==> src/design/voxel_occupancy_ray_query_unit_assert.svh <==
// ----------------------------------------------------------------------------
// voxel occupancy ray query unit - assertion macros
// shared concurrent assertion forms, clocked on clk and held off during reset
// ----------------------------------------------------------------------------
`ifndef VOXEL_OCCUPANCY_RAY_QUERY_UNIT_ASSERT_SVH
`define VOXEL_OCCUPANCY_RAY_QUERY_UNIT_ASSERT_SVH

// same-cycle implication
`define VOC_ASSERT_IMP(label, ante, cons, msg) \
    label: assert property (@(posedge clk) disable iff (!rst_n) (ante) |-> (cons)) \
        else $error(msg);

// next-cycle implication
`define VOC_ASSERT_NXT(label, ante, cons, msg) \
    label: assert property (@(posedge clk) disable iff (!rst_n) (ante) |=> (cons)) \
        else $error(msg);

`endif

==> src/design/voc_pkg.sv <==
// ----------------------------------------------------------------------------
// voc_pkg
// types and constants shared by the voxel occupancy ray query unit
// ----------------------------------------------------------------------------
package voc_pkg;

    localparam int MAX_ENTRIES = 256;
    localparam int MAX_STEPS   = 1024;

    localparam int ADDR_W  = $clog2(MAX_ENTRIES);
    localparam int CNT_W   = $clog2(MAX_ENTRIES + 1);
    localparam int STEP_W  = $clog2(MAX_STEPS + 1);
    localparam int COORD_W = 16;
    localparam int KEY_W   = 3 * COORD_W;
    localparam int DIV_N_W = 31;
    localparam int DIV_D_W = 16;
    // crossing times grow by at most 2^30 per examined voxel
    localparam int T_W     = DIV_N_W + STEP_W;

    localparam logic [1:0] OP_INSERT = 2'd0;
    localparam logic [1:0] OP_QUERY  = 2'd1;
    localparam logic [1:0] OP_RAY    = 2'd2;
    localparam logic [1:0] OP_CLEAR  = 2'd3;

    typedef struct packed {
        logic [1:0]         operation;
        logic signed [23:0] pos_x;
        logic signed [23:0] pos_y;
        logic signed [23:0] pos_z;
        logic signed [15:0] dir_x;
        logic signed [15:0] dir_y;
        logic signed [15:0] dir_z;
        logic [23:0]        range_limit;
    } voc_req_t;

    typedef struct packed {
        logic             hit;
        logic             status;
        logic [CNT_W-1:0] entry_count;
    } voc_resp_t;

    typedef struct packed {
        logic               start;
        logic [DIV_N_W-1:0] numer;
        logic [DIV_D_W-1:0] denom;
    } voc_div_req_t;

    typedef struct packed {
        logic               busy;
        logic               done;
        logic [DIV_N_W-1:0] quot;
    } voc_div_rsp_t;

endpackage

==> src/design/voc_div.sv <==
// ----------------------------------------------------------------------------
// voc_div
// restoring divider, one quotient bit per cycle
// ----------------------------------------------------------------------------
module voc_div (
    input  logic                  clk,
    input  logic                  rst_n,
    input  voc_pkg::voc_div_req_t req,
    output voc_pkg::voc_div_rsp_t rsp
);

    localparam int CW = $clog2(voc_pkg::DIV_N_W + 1);

    logic [voc_pkg::DIV_D_W-1:0] rem_reg, rem_next;
    logic [voc_pkg::DIV_D_W-1:0] den_reg, den_next;
    logic [voc_pkg::DIV_N_W-1:0] quot_reg, quot_next;
    logic [CW-1:0]               cnt_reg, cnt_next;
    logic                        busy_reg, busy_next;
    logic                        done_reg, done_next;
    logic [voc_pkg::DIV_D_W:0]   trial;
    logic [voc_pkg::DIV_D_W:0]   diff;

    always_comb
    begin
        rem_next  = rem_reg;
        den_next  = den_reg;
        quot_next = quot_reg;
        cnt_next  = cnt_reg;
        busy_next = busy_reg;
        done_next = 1'b0;
        trial     = {rem_reg, quot_reg[voc_pkg::DIV_N_W-1]};
        diff      = trial - {1'b0, den_reg};
        if (req.start)
        begin
            rem_next  = '0;
            den_next  = req.denom;
            quot_next = req.numer;
            cnt_next  = CW'(voc_pkg::DIV_N_W);
            busy_next = 1'b1;
        end
        else if (busy_reg)
        begin
            if (trial >= {1'b0, den_reg})
            begin
                rem_next  = diff[voc_pkg::DIV_D_W-1:0];
                quot_next = {quot_reg[voc_pkg::DIV_N_W-2:0], 1'b1};
            end
            else
            begin
                rem_next  = trial[voc_pkg::DIV_D_W-1:0];
                quot_next = {quot_reg[voc_pkg::DIV_N_W-2:0], 1'b0};
            end
            cnt_next = cnt_reg - CW'(1);
            if (cnt_reg == CW'(1))
            begin
                busy_next = 1'b0;
                done_next = 1'b1;
            end
        end
    end

    always_ff @(posedge clk or negedge rst_n)
    begin
        if (!rst_n)
        begin
            busy_reg <= 1'b0;
            done_reg <= 1'b0;
            cnt_reg  <= '0;
        end
        else
        begin
            busy_reg <= busy_next;
            done_reg <= done_next;
            cnt_reg  <= cnt_next;
        end
    end

    always_ff @(posedge clk)
    begin
        rem_reg  <= rem_next;
        den_reg  <= den_next;
        quot_reg <= quot_next;
    end

    assign rsp.busy = busy_reg;
    assign rsp.done = done_reg;
    assign rsp.quot = quot_reg;

endmodule

==> config.mk <==
export PLATFORM = sky130hd
export DESIGN_NAME = voc_div
export DESIGN_NICKNAME = d
export VERILOG_FILES = /design/src/design/voxel_occupancy_ray_query_unit_assert.svh /design/src/design/voc_pkg.sv /design/src/design/voc_div.sv
export SDC_FILE = /design/constraint.sdc
export NUM_CORES = 1
export LEC_CHECK = 0
export ABC_AREA = 0
export BUFFER_PORTS_ARGS = -buffer_cell sky130_fd_sc_hd__buf_4
export CAP_MARGIN = 0
export CELL_PAD_IN_SITES_DETAIL_PLACEMENT = 2
export CELL_PAD_IN_SITES_GLOBAL_PLACEMENT = 2
export CORE_MARGIN = 4
export CORE_UTILIZATION = 36
export CTS_BUF_LIST = sky130_fd_sc_hd__clkbuf_4
export DETAILED_ROUTE_END_ITERATION = 16
export PLACE_DENSITY = 0.8
export RECOVER_POWER = 25
export SETUP_SLACK_MARGIN = 0.15
export SYNTH_ARGS = -nofsm -noshare
export SYNTH_HDL_FRONTEND = slang
export SYNTH_SLANG_ARGS = --single-unit
export TNS_END_PERCENT = 100
==> constraint.sdc <==
create_clock -name clk -period 3 [get_ports clk]
set_clock_uncertainty 0.15 [all_clocks]
set_input_delay 0.3 -clock clk [delete_from_list [all_inputs] [get_ports clk]]
set_output_delay 0.3 -clock clk [all_outputs]
set_load 0.01 [all_outputs]
==> flow_metrics.env <==
export IMPL_synth_cell_area_sq_um=3640
export IMPL_yosysWarnings=0
export IMPL_setup_viol=0
export IMPL_reg2reg_depth=10
export IMPL_post_route_period_util_pct=87.7
export IMPL_cp_slowest_stage_delay_ns=0.40
export IMPL_cts_root_buf="clkbuf_4"
export IMPL_hold_depth=2
export IMPL_drive_gt1_share_pct=31.3
export IMPL_routed_wl_um=12700
export IMPL_cts_sinks=70
export IMPL_layout_commonest_cell="buf_4"
export IMPL_relSlewSlack_pct=-26.0
export IMPL_worstPathCellList="inv_1 > ha_1 > fa_1 > nand2b_1 > a21oi_4 > and3_1 > o41ai_1 > xnor2_1 > mux2i_1 > a211oi_1"
export IMPL_rsz0062_at_grt="false"
export IMPL_cts_buffer_depth=2
export IMPL_cts_tree="built"
export IMPL_status="finished with violations"
export IMPL_port_buffers=82
export IMPL_hold_start="req[36]"
export IMPL_p_comb_share_pct=16.6
export IMPL_slew_violations=37
export IMPL_worstHoldEndpoint="quot_reg[20]"
export IMPL_syn2layout_area_growth_pct=33.9
export IMPL_cts_made_buffers=9
export IMPL_max_freq_mhz=380
export IMPL_yosysSeqAreaShare_pct=52.3
export IMPL_powerDensity_nw_per_um2=488
export IMPL_period_minus_slack_ns=2.63
export IMPL_synth_fp_nets=380
export IMPL_die_h_um=109
export IMPL_antenna_found_initial=0
export IMPL_switching_power_w=0.000635
export IMPL_dieWidth_um=109
export IMPL_power_internal_w=0.00174
export IMPL_cp_end_kind="flip-flop"
export IMPL_critPathSlowestCell="edfxtp_1"
export IMPL_post_route_util_pct=49.7
export IMPL_synth_flop_cell="edfxtp_1"
export IMPL_ios=83
export IMPL_via_per_inst=5.18
export IMPL_grt_max_degree=37
export IMPL_switching_share_pct=26.7
export IMPL_via_count=2929
export IMPL_cp_max_fo=4
export IMPL_clkLatencyLatePin_ns=0.45
export IMPL_final_cell_mix="buf_4, edfxtp_1, dlygate4sd3_1"
export IMPL_hold_class="primary input to flip-flop"
export IMPL_drt_wirelength_per_cell_um=22.4
export IMPL_rrSetupSlack_ns=0.37
export IMPL_async_flop_share_pct=10.0
export IMPL_power_leakage_nw=2.10
export IMPL_clk_pin_slew_ns=0.15
export IMPL_seqPwrFrac_pct=48.4
export IMPL_ir_worst_vdd_mv=0.237
export IMPL_remaining_drc_errors=0
export IMPL_regToRegStartpoint="quot_reg[30]"
export IMPL_worstPathRequired_ns=3.19
export IMPL_hold_viol_final=0
export IMPL_synth_edff_count=47
export IMPL_n_antenna_cell=0
export IMPL_dieArea_sq_um=11800
export IMPL_dpl_hpwl_um=7660
export IMPL_first_global_vias=3447
export IMPL_drt_pass1_iter_count=4
export IMPL_cp_arrival_ns=2.81
export IMPL_ant_nets=0
export IMPL_netlist_instances=311
export IMPL_start_kind="flip-flop"
export IMPL_syn_avg_cell_area_sq_um=11.7
export IMPL_first_iter_violations=114
export IMPL_nets=496
export IMPL_worstSetupPathType="flip-flop to flip-flop"
export IMPL_grt_pass1_wl_um=19500
export IMPL_placementRows=36
export IMPL_coreArea_sq_um=9820
export IMPL_maxCapViolCount=1
export IMPL_clkPwrFrac_pct=35.0
export IMPL_tightest_slew_ns=1.89
export IMPL_fin_area_sq_um=4880
export IMPL_ys_types=53
export IMPL_fin_setup_tns_ns=0
export IMPL_htree_num_levels=3
export IMPL_largest_reg_flops=31
export IMPL_globalRoute_totalOverflow=0
export IMPL_violations="max-capacitance violations, max-slew violations"
export IMPL_grt_util_all_layers_pct=22.3
export IMPL_timing_rr_end="rem_reg[8]"
export IMPL_placed_area_sq_um=4380
export IMPL_post_cts_repair_setup_buffers=0
export IMPL_place_congestion=0.815
export IMPL_ys_seq_elements=70
export IMPL_initial_core_util_pct=37.1
[cells by family (layout without fill, tap and decap cells)]
family	Yosys count	after routing	synth area share, %
DFF	70	70	52.3
xor gates and xnor gates	16	16	3.85
adders and majority gates	19	19	6.73
muxes	34	34	10.4
AOI/OAI and AO/OA	56	56	10.6
and+or+nand+nor	80	80	11.3
buffers and inverters	36	157	4.77
[worst max-delay path: cells and delay by family, from the launching register on]
kind | cells | cell delay [ns]
AO/OA/AOI/OAI | 3 | 0.58
XOR/XNOR | 1 | 0.20
adder cells (fa/ha/maj) | 2 | 0.62
buffers and inverters | 1 | 0.06
flip-flops | 1 | 0.40
multiplexers | 1 | 0.11
AND/OR/NAND/NOR | 2 | 0.43
[layout make-up]
type	count	area [sq um]
clock buffers	10	75.1
clock inverters	6	111
fillers	1002	4940
inverters	21	78.8
multi-input cells	205	1570
flip-flops and latches	70	1910
well taps	133	166
repair buffers	120	971
[cell usage after synthesis (3+ instances only)]
cell type	number	area (sq um)
edfxtp_1	47	1410
mux2_2	30	338
inv_1	21	78.8
nand2_1	19	71.3
ha_1	18	225
dfxtp_1	16	320
nor2_1	15	56.3
nand3_1	13	65.1
nand2b_1	12	75.1
xnor2_1	10	87.6
clkbuf_1	9	33.8
dfrtp_1	7	175
o21ai_0	7	35.0
o21ai_1	7	35.0
a21o_1	6	45.0
a21oi_1	6	30.0
xor2_1	6	52.6
a32oi_1	5	43.8
or3_1	5	31.3
a211oi_1	4	30.0
mux2i_1	4	40.0
a21oi_2	3	26.3
nor3_1	3	15.0
[power by group through the flow]
stage	Sequential, W	Clock [W]	Combinational (W)
floorplan	0.00118	0	0.000155
global placement	0.00116	0	0.000332
detailed placement	0.00116	0	0.000349
CTS	0.00115	0.000828	0.000385
global route	0.00116	0.000902	0.000428
finish	0.00115	0.000834	0.000394
[metrics by stage]
step,instances,hold WS [ns],setup slack [ns],power (W)
final,565,0.00827,0.370,0.00238
after global routing,565,-0.0107,0.183,0.00249
after CTS,562,0.000845,0.219,0.00236
after detailed placement,518,-0.0311,0.298,0.00151
after global placement,518,-0.0323,0.466,0.00149
after floorplan,311,-0.146,0.604,0.00133
[routing by layer]
metal / wire length (um) / GRT usage [%]
met1: 5070 / 25.9
met2: 6600 / 38.4
met3: 565 / 5.43
met4: 416 / 10.6
met5: 0 / 0
[timing repair]
item	in CTS	in global routing
setup endpoints to repair	0	4
hold buffers	28	3
endpoints found under the hold margin	34	3
resized for setup	0	3
[worst max-delay path by stage]
stage | depth (start not counted) | to | startpoint
4_1_cts | 10 | rem_reg[10] | quot_reg[30]
2_1_floorplan | 10 | rem_reg[10] | quot_reg[30]
6_report | 10 | rem_reg[8] | quot_reg[30]
3_3_place_gp | 10 | rem_reg[10] | quot_reg[30]
3_5_place_dp | 10 | rem_reg[10] | quot_reg[30]
5_1_grt | 9 | rem_reg[15] | den_reg[8]
Power figures use the tool's default switching activity.
